<file path="config.mk">
export PLATFORM = sky130hd
export DESIGN_NAME = lru_key_tracker_unit
export DESIGN_NICKNAME = d
export VERILOG_FILES = /design/src/hdl/lkt_pkg.sv /design/src/hdl/lkt_cell.sv /design/src/hdl/lru_key_tracker_unit.sv
export SDC_FILE = /design/constraint.sdc
export NUM_CORES = 1
export LEC_CHECK = 0
export BUFFER_PORTS_ARGS = -buffer_cell sky130_fd_sc_hd__buf_2
export CORE_ASPECT_RATIO = 0.7
export CORE_MARGIN = 3
export CORE_UTILIZATION = 50
export CTS_CLUSTER_SIZE = 25
export DETAILED_ROUTE_END_ITERATION = 10
export GPL_TIMING_DRIVEN = 0
export MAX_ROUTING_LAYER = met4
export PLACE_DENSITY = 0.78
export SLEW_MARGIN = 0
export SYNTH_ARGS = -nofsm -noshare
export SYNTH_HDL_FRONTEND = slang
export SYNTH_SLANG_ARGS = --single-unit
</file>
<file path="constraint.sdc">
create_clock -name clk -period 4.4 [get_ports clk]
set_clock_uncertainty 0.15 [all_clocks]
set_input_delay 0.88 -clock clk [delete_from_list [all_inputs] [get_ports clk]]
set_output_delay 0.88 -clock clk [all_outputs]
set_load 0.05 [all_outputs]
</file>
<file path="src/hdl/lkt_pkg.sv">
// shared types and constants for the lru key tracker
package lkt_pkg;

    localparam int ENTRIES  = 8;
    localparam int KEY_BITS = 16;
    localparam int CNT_W    = $clog2(ENTRIES + 1);
    localparam int CAP_W    = 4;

    typedef logic [KEY_BITS-1:0] key_t;
    typedef logic [CNT_W-1:0]    cnt_t;
    typedef logic [CAP_W-1:0]    cap_t;

    // data handed from one cell to the next one toward the least-recent end
    typedef struct packed {
        key_t key;
        logic valid;
        logic seen;
    } link_t;

    // control broadcast to every cell
    typedef struct packed {
        logic load;
        logic hit;
        logic evict;
        key_t key;
    } ctrl_t;

endpackage

</file>
<file path="src/hdl/lkt_cell.sv">
// one position of the recency chain: holds a key and its valid bit
module lkt_cell (
    input  logic          clk,
    input  logic          rst_n,
    input  lkt_pkg::ctrl_t ctrl,
    input  lkt_pkg::link_t prev,
    output lkt_pkg::link_t nxt,
    output logic          is_tail
);
    import lkt_pkg::*;

    key_t key_reg;
    key_t key_next;
    logic valid_reg;
    logic valid_next;
    logic match;
    logic take;

    assign match = valid_reg && (key_reg == ctrl.key);

    // hit: shift down to the matching cell; evict: every valid cell; insert: one past the end
    always_comb
    begin
        if (ctrl.hit)
        begin
            take = !prev.seen;
        end
        else if (ctrl.evict)
        begin
            take = valid_reg;
        end
        else
        begin
            take = prev.valid;
        end
    end

    assign key_next   = (ctrl.load && take) ? prev.key : key_reg;
    assign valid_next = valid_reg || (ctrl.load && !ctrl.hit && !ctrl.evict && prev.valid);

    always_ff @(posedge clk)
    begin
        key_reg <= key_next;
    end

    always_ff @(posedge clk or negedge rst_n)
    begin
        if (!rst_n)
        begin
            valid_reg <= 1'b0;
        end
        else
        begin
            valid_reg <= valid_next;
        end
    end

    assign nxt.key   = key_reg;
    assign nxt.valid = valid_reg;
    assign nxt.seen  = prev.seen || match;

    // last valid cell; the top level qualifies it with the next cell's valid
    assign is_tail = valid_reg;

endmodule

</file>
<file path="src/hdl/lru_key_tracker_unit.sv">
// top level of the lru key tracker: cell row, occupancy count and result register
//
// keeps up to capacity keys ordered from most to least recently referenced.
// input channel s_*: one key per item. every item gives exactly one result item
// on m_*: hit flag, eviction flag, evicted key (zero when none) and occupancy
// after the reference. configuration channel cfg_*: writes the 4-bit capacity,
// always ready; zero acts as one, values above 8 act as 8. lowering capacity
// below occupancy keeps the stored keys, and later misses evict one for one.
// result: registered, and appears in the cycle after the item is accepted.
// throughput: one item per cycle while results are taken; the compare of all cells
// and the one-place shift of the row complete in the accepting cycle.
// reset: occupancy returns to zero, capacity to 3, the output register empties;
// no clearing pass is needed since each cell carries its own valid bit.
// stall: a held result blocks new items only while m_tready is low; the next
// item is taken in the same cycle the held result is taken.
module lru_key_tracker_unit (
    input  logic        clk,
    input  logic        rst_n,
    input  logic        s_tvalid,
    output logic        s_tready,
    input  logic [15:0] s_tdata,    // [15:0] key
    output logic        m_tvalid,
    input  logic        m_tready,
    output logic [23:0] m_tdata,    // [0] hit, [1] evicted, [17:2] evicted_key,
                                    // [21:18] occupancy, [23:22] zero
    input  logic        cfg_valid,
    output logic        cfg_ready,
    input  logic [3:0]  cfg_data
);
    import lkt_pkg::*;

    cap_t  cap_reg;
    cnt_t  count_reg;
    cnt_t  count_next;
    cnt_t  cap_eff;
    logic  out_valid_reg;
    logic  hit_reg;
    logic  evicted_reg;
    key_t  ev_key_reg;
    cnt_t  occ_reg;

    logic  accept;
    logic  full;
    logic  hit;
    key_t  ev_key;
    ctrl_t ctrl;
    link_t chain [ENTRIES+1];
    logic  tail  [ENTRIES];

    assign cfg_ready = 1'b1;
    assign s_tready  = !out_valid_reg || m_tready;
    assign accept    = s_tvalid && s_tready;

    always_comb
    begin
        if (cap_reg == '0)
        begin
            cap_eff = cnt_t'(1);
        end
        else if (CAP_W'(cap_reg) > CAP_W'(ENTRIES))
        begin
            cap_eff = cnt_t'(ENTRIES);
        end
        else
        begin
            cap_eff = cnt_t'(cap_reg);
        end
    end

    assign full = count_reg >= cap_eff;
    assign hit  = chain[ENTRIES].seen;

    assign ctrl.load  = accept;
    assign ctrl.hit   = hit;
    assign ctrl.evict = !hit && full;
    assign ctrl.key   = s_tdata;

    // head of the chain: the new key enters cell 0
    assign chain[0].key   = s_tdata;
    assign chain[0].valid = 1'b1;
    assign chain[0].seen  = 1'b0;

    for (genvar i = 0; i < ENTRIES; i++)
    begin : g_cell
        lkt_cell u_cell (
            .clk     (clk),
            .rst_n   (rst_n),
            .ctrl    (ctrl),
            .prev    (chain[i]),
            .nxt     (chain[i+1]),
            .is_tail (tail[i])
        );
    end

    // key of the last valid cell
    always_comb
    begin
        ev_key = '0;
        for (int i = 0; i < ENTRIES - 1; i++)
        begin
            if (tail[i] && !tail[i+1])
            begin
                ev_key = ev_key | chain[i+1].key;
            end
        end
        if (tail[ENTRIES-1])
        begin
            ev_key = ev_key | chain[ENTRIES].key;
        end
    end

    assign count_next = (accept && !hit && !full) ? count_reg + cnt_t'(1) : count_reg;

    always_ff @(posedge clk or negedge rst_n)
    begin
        if (!rst_n)
        begin
            cap_reg       <= cap_t'(3);
            count_reg     <= '0;
            out_valid_reg <= 1'b0;
        end
        else
        begin
            if (cfg_valid && cfg_ready)
            begin
                cap_reg <= cfg_data;
            end
            count_reg <= count_next;
            if (accept)
            begin
                out_valid_reg <= 1'b1;
            end
            else if (m_tready)
            begin
                out_valid_reg <= 1'b0;
            end
        end
    end

    always_ff @(posedge clk)
    begin
        if (accept)
        begin
            hit_reg     <= hit;
            evicted_reg <= !hit && full;
            ev_key_reg  <= (!hit && full) ? ev_key : '0;
            occ_reg     <= count_next;
        end
    end

    assign m_tvalid = out_valid_reg;
    assign m_tdata  = {2'b00, 4'(occ_reg), 16'(ev_key_reg), evicted_reg, hit_reg};

endmodule

</file>
; ---- Yosys cells after proc, flatten, opt, wreduce, memory -nomap -nowiden
; Index checks and enable logic that the tools add are counted.
[op_classes]
add_sub_neg = 1
mul = 0
n_reduce_logical = 71
n_shift = 0
bitwise = 7
n_eq_ne = 8
mux = 29
magnitude_cmp = 2
div = 0
[op_table]
columns = op, count
row1 = $eq 16x16->1, 8
row2 = $mux 16, 8
row3 = $or 16x16->16, 7
row4 = $logic_and 1x1->1, 35
row5 = $logic_not 1->1, 18
row6 = $mux 1, 18
row7 = $logic_or 1x1->1, 16
row8 = $mux 4, 3
row9 = $add 4x1->4 const B, 1
row10 = $ge 4x4->1, 1
row11 = $gt 4x4->1 const B, 1
row12 = $logic_not 4->1, 1
row13 = $reduce_bool 2->1, 1
[totals]
reg_bits = 167
n_memories = 0
elab_cells = 141
latch_bits = 0
ram_bits = 0
mem_bits_ro = 0
inputBits = 25
out_inout_bits = 27

; ---- Longest topological paths before layout
[logic_depth]
depth_word = 17
depth_mapped = 12
mapped_depth_nobuf = 11

; ---- Modules after synthesis
; From an unflattened synthesis, not the netlist that was laid out.
[unflattened]
hier_cells = 555
area_unflattened_um2 = 7905.1
[by_module_without_submodules]
columns = module, area_each_um2, cells_each, n_inst, seq_area_each_um2
row1 = lkt_cell, 728.2, 47, 8, 505.5
row2 = lru_key_tracker_unit, 2079.5, 179, 1, 888.4

; ---- Least setup slack after synthesis
; Ideal clock, no wire load.
[synth_timing]
path_type = input-to-reg
from = input m_tready
to = register g_cell[6].u_cell.key_reg[0] (enable)
slack_ps = -173
cell_stages = 5
required_time_ps = 3836
setup_time_ps = 414
path_buffers = 0
arrival_ps = 4009
cell_sequence = nand2b_1 > and2_1 > o21ai_0 > or3_1 > a211oi_1
[synth_via]
elab_chain_len = 3
[synth_lines]
columns = element, line
row1 = "start, declared", lru_key_tracker_unit.sv:23  ; input logic m_tready,
row2 = $logic_or 1x1->1, lru_key_tracker_unit.sv:51  ; assign s_tready = !out_valid_reg || m_tready;
row3 = $logic_and 1x1->1, lru_key_tracker_unit.sv:52  ; assign accept = s_tvalid && s_tready;
row4 = named net accept, lru_key_tracker_unit.sv:42  ; logic accept;
row5 = $logic_and 1x1->1, lkt_cell.sv:38  ; assign key_next = (ctrl.load && take) ? prev.key : key_reg;
row6 = "end signal, assigned", lkt_cell.sv:43  ; key_reg <= key_next;
row7 = "end, declared", lkt_cell.sv:12  ; key_t key_reg;
; The timed path passes the listed nets, and every way through them passes these cells.
; A chain may end at the register's enable or synchronous reset.

; ---- Worst setup path after layout
[layout_timing]
from = input s_tdata[2]
to = register g_cell[2].u_cell.key_reg[1] (enable)
[layout_via]
elab_chain_len = 14
word_cells_on_any_way = 29
cone_classes = eq/ne (8) / mux (2) / reduce/logical (19)
[layout_lines]
columns = element, line
row1 = "start, declared", lru_key_tracker_unit.sv:21  ; input logic [15:0] s_tdata,
row2 = $eq 16x16->1, lkt_cell.sv:19  ; assign match = valid_reg && (key_reg == ctrl.key);
row3 = $logic_and 1x1->1, lkt_cell.sv:19
row4 = $logic_or 1x1->1 (7 in series), lkt_cell.sv:60  ; assign nxt.seen = prev.seen || match;
row5 = $logic_not 1->1, lru_key_tracker_unit.sv:75  ; assign ctrl.evict = !hit && full;
row6 = $logic_and 1x1->1, lru_key_tracker_unit.sv:75
row7 = $mux 1, lkt_cell.sv:28  ; else if (ctrl.evict)
row8 = $mux 1 (*), lkt_cell.sv:24  ; if (ctrl.hit)
row9 = $logic_and 1x1->1 (*), lkt_cell.sv:38
row10 = "end signal, assigned", lkt_cell.sv:43
row11 = "end, declared", lkt_cell.sv:12
; Mark *: on every way between the ends. The rest lies on a longest branch, timed or not.

==> results.txt <==
At the worst endpoint, the arrival time is 4.42 ns. The setup fix buffers added after clock tree synthesis was 0; the area growth from synthesis to final layout was 15.7%. The standby leakage power is 3.29 nW, and the max-cap violation count is 0.

Detailed placement finished with a half-perimeter wire length of 15,600 um. The combined area of all synthesized cells was 7810 um^2. The most common cell type on the critical path was sky130_fd_sc_hd__buf_2.

The final sum of negative setup slack came out at -0.230 ns. The routed length per instance came out at 26.3 um. The critical path's largest stage delay came out at 0.95 ns. The detailed-route vias per instance was 6.31; the die boundary width was 155 um. The later pin in the worst-skew pair is clocked with a latency of 0.43 ns.

The share of final-layout standard cells stronger than drive strength 1 is 0.207. The run gives -0.0279 ns as the minimum setup slack in the final design. The H-tree was split into 4 levels. After synthesis, the cell types taking the most area are sky130_fd_sc_hd__edfxtp_1, sky130_fd_sc_hd__xor2_1, sky130_fd_sc_hd__dfrtp_1.

The largest fanout on the critical path was 10; the clock-pin slew on the worst setup and hold paths was 0.07 ns. Setup violations remaining at the end of the flow were counted as 9. The relative slew slack is 0.251, and the global router's overall resource usage is 0.268. The fraction of synthesized cell area taken by the top area cell type is 0.577, and the count of different cell masters after synthesis is 41.

The top cell types in the final layout, fill and taps aside, are sky130_fd_sc_hd__edfxtp_1, sky130_fd_sc_hd__xor2_1, sky130_fd_sc_hd__buf_2. The number of storage elements in the synthesis netlist came out at 167. The routed design has 21,900 um of wire.

The count of flip-flops with a built-in enable after synthesis works out to 150. Once placement completed, the tool counted placed cells totaling 800. The synthesized area divided by synthesized cell count works out to 14.2 um^2. For this block, the initial DRC count from the detailed router was 843.

Buffer type at the clock tree root: sky130_fd_sc_hd__clkbuf_16. The run gives 2 as the largest buffer count on any clock path. For the pin with the worst max-slew slack, the measured transition is 1.11 ns. Across the VDD grid, the largest voltage drop is 241 uV.

The core region is 15,000 um^2. Flip-flop count of the largest register, all copies and words added: 128. The critical setup path kind is primary input to flop. The checks that failed: negative setup slack. Height of the die: 111 um.

The switching share of power is 0.314, and the final period demand of the worst path is 4.43 ns. The largest total area in the synthesized netlist belongs to sky130_fd_sc_hd__edfxtp_1. For this run, design rule violations remaining after detail routing come to 0.

Layout filler cell count: 1,168. The synthesis warning total was 0; the synthesized instance count was 549. The floorplan row count was 37; the clock sink count was 167. The class of the tightest hold or removal check was primary input to async pin. The tools report the combinational share of power as 0.204. TritonCTS built the clock tree.

The total inserted antenna cells was 0. Counting both buffers and inverters, the worst setup path holds a total of 4. The count of pins over their slew limit is 0. The library cell used most frequently in the layout, excluding fill and tap cells, is sky130_fd_sc_hd__edfxtp_1.

The run gives 52 as the I/O pin total. Share of total power in the clock network: 0.322. Setup repair after global routing left no endpoint under its margin. Entering global routing, the biggest net connects 26 pins. The logs give 0.474 for the sequential share of power and 3.16 mW for the internal power of the cells. The worst setup path is captured at a flop.

For the starting density of the core, the log shows 0.521. STA classifies the critical path startpoint as a primary input. The number of hold-slack violations in the final timing report is 0.

The power per standard cell area is 510 nW/um^2. The share of synthesized area occupied by flip-flops and latches is 0.632. For the switching power of the nets, the log shows 1.45 mW.

The share of the clock period used by the worst path came out at 1.01. Walking the worst path, the cells encountered are buf_2 > buf_4 > xor2_1 > nor4_1 > nand4_1 > o22ai_1 > nor4_2 > buf_2 > a21oi_2 > buf_8. The die covers 17,200 um^2. The first global-routing pass estimated 32,600 um of wire.

In the synthesized netlist the dominant register cell turns out to be sky130_fd_sc_hd__edfxtp_1. For this block, the via count after detailed routing is 5,252. The flow ran to the end, but the final reports show violations.

The data required time of the critical path came out at 4.39 ns. The net total in the final layout came out at 654. The largest individual stage delay along the critical path comes from the cell sky130_fd_sc_hd__nor4_1. The initial antenna violation count is 0, and the final non-filler cell total is 832.

TritonCTS created 17 clock buffers. The total overflow left after global routing is 0. During placement, the flow inserted port buffers numbering 48. The first detailed-routing pass took 5 iterations.

The cell family contributing the most delay on the critical path is simple AND/OR/NAND/NOR gates. Via count of the first global-routing pass: 5,190. The share of flip-flops with an asynchronous set or reset came out at 0.102.

For this run, the top clock speed supported by timing is 0.226 GHz. For the final antenna-violating net count, the log shows 0. The congestion estimate from routability-driven global placement came to 1.01.
==> layout make-up <==
| type | count | area, um^2 | area share |
|---|---|---|---|
| sequential | 167 | 4930 | 0.546 |
| clock inverter | 15 | 150 | 0.0166 |
| inverter | 6 | 22.5 | 0.00249 |
| clock buffer | 17 | 425 | 0.0471 |
| timing repair buffer | 55 | 345 | 0.0382 |
| tap | 195 | 244 | 0.0270 |
| buffer | 40 | 285 | 0.0316 |
| multi-input combinational | 337 | 2630 | 0.291 |
==> synth_stat cells (all sizes together), types with 9 or more instances <==
| cell type | n |
|---|---|
| a21o | 9 |
| nor4 | 25 |
| clkbuf | 15 |
| nand2 | 13 |
| xor2 | 120 |
| dfrtp | 15 |
| a22oi | 32 |
| buf | 25 |
| a221oi | 16 |
| nor2 | 10 |
| a22o | 16 |
| edfxtp | 150 |
| xnor2 | 11 |
| a31oi | 16 |
==> power groups by stage <==
stage / logic, mW / registers (mW) / clock network, mW
finish: 0.943 / 2.18 / 1.48
floorplan: 0.475 / 2.31 / 0
detailed placement: 0.924 / 2.21 / 0
global route: 0.999 / 2.21 / 1.55
global placement: 0.864 / 2.20 / 0
CTS: 0.931 / 2.18 / 1.48
==> timing repair <==
action,in CTS,in global routing
gates resized for setup,0,1
endpoints found under the hold margin,0,0
endpoints found under the setup margin,0,16
hold buffers,0,0
==> kinds of logic after synthesis <==
family | share of synthesized area
flip-flops | 0.632
XOR/XNOR | 0.147
AO/OA/AOI/OAI | 0.105
AND/OR/NAND/NOR | 0.0585
buffers and inverters | 0.0394
multiplexers | 0.0101
adder cells (fa/ha/maj) | 0.00801
other | 0.000962
==> metrics by stage <==
step            util  setup WS (ns)  hold slack, ns  total power [mW]  instance area (um^2)
5_1_grt        0.602        0.00833           0.246              4.76                  9030
2_1_floorplan      -         -0.173           0.317              2.78                  7820
6_report       0.602        -0.0279           0.216              4.61                  9030
3_3_place_gp   0.554          -1.46           0.326              3.07                  8300
4_1_cts        0.602         0.0991           0.221              4.59                  9030
3_5_place_dp   0.564         -0.317           0.335              3.13                  8460
==> path summary, 6_finish.rpt <==
path                                              from                          end  slack (ns)  cells after the start
min in group clk           g_cell[3].u_cell.key_reg[9]  g_cell[4].u_cell.key_reg[9]        0.35                      0
setup reg to reg           g_cell[0].u_cell.key_reg[2]  g_cell[2].u_cell.key_reg[1]        0.21                      8
setup / recovery                            s_tdata[2]  g_cell[2].u_cell.key_reg[1]       -0.03                     10
max in group asynchronous                        rst_n                   cap_reg[1]        3.57                      1
hold reg to reg            g_cell[3].u_cell.key_reg[9]  g_cell[4].u_cell.key_reg[9]        0.35                      0
hold / removal                                   rst_n                   cap_reg[2]        0.22                      1
==> routing by layer <==
metal / GRT usage / routed length, um / vias to the layer above
li1: - / - / 2222
met1: 0.380 / 8840 / 2590
met2: 0.354 / 9190 / 391
met3: 0.107 / 3340 / 49
met4: 0.0828 / 551 / 0
met5: - / 0 / -
Note: power is estimated with default switching activity, not from simulation.
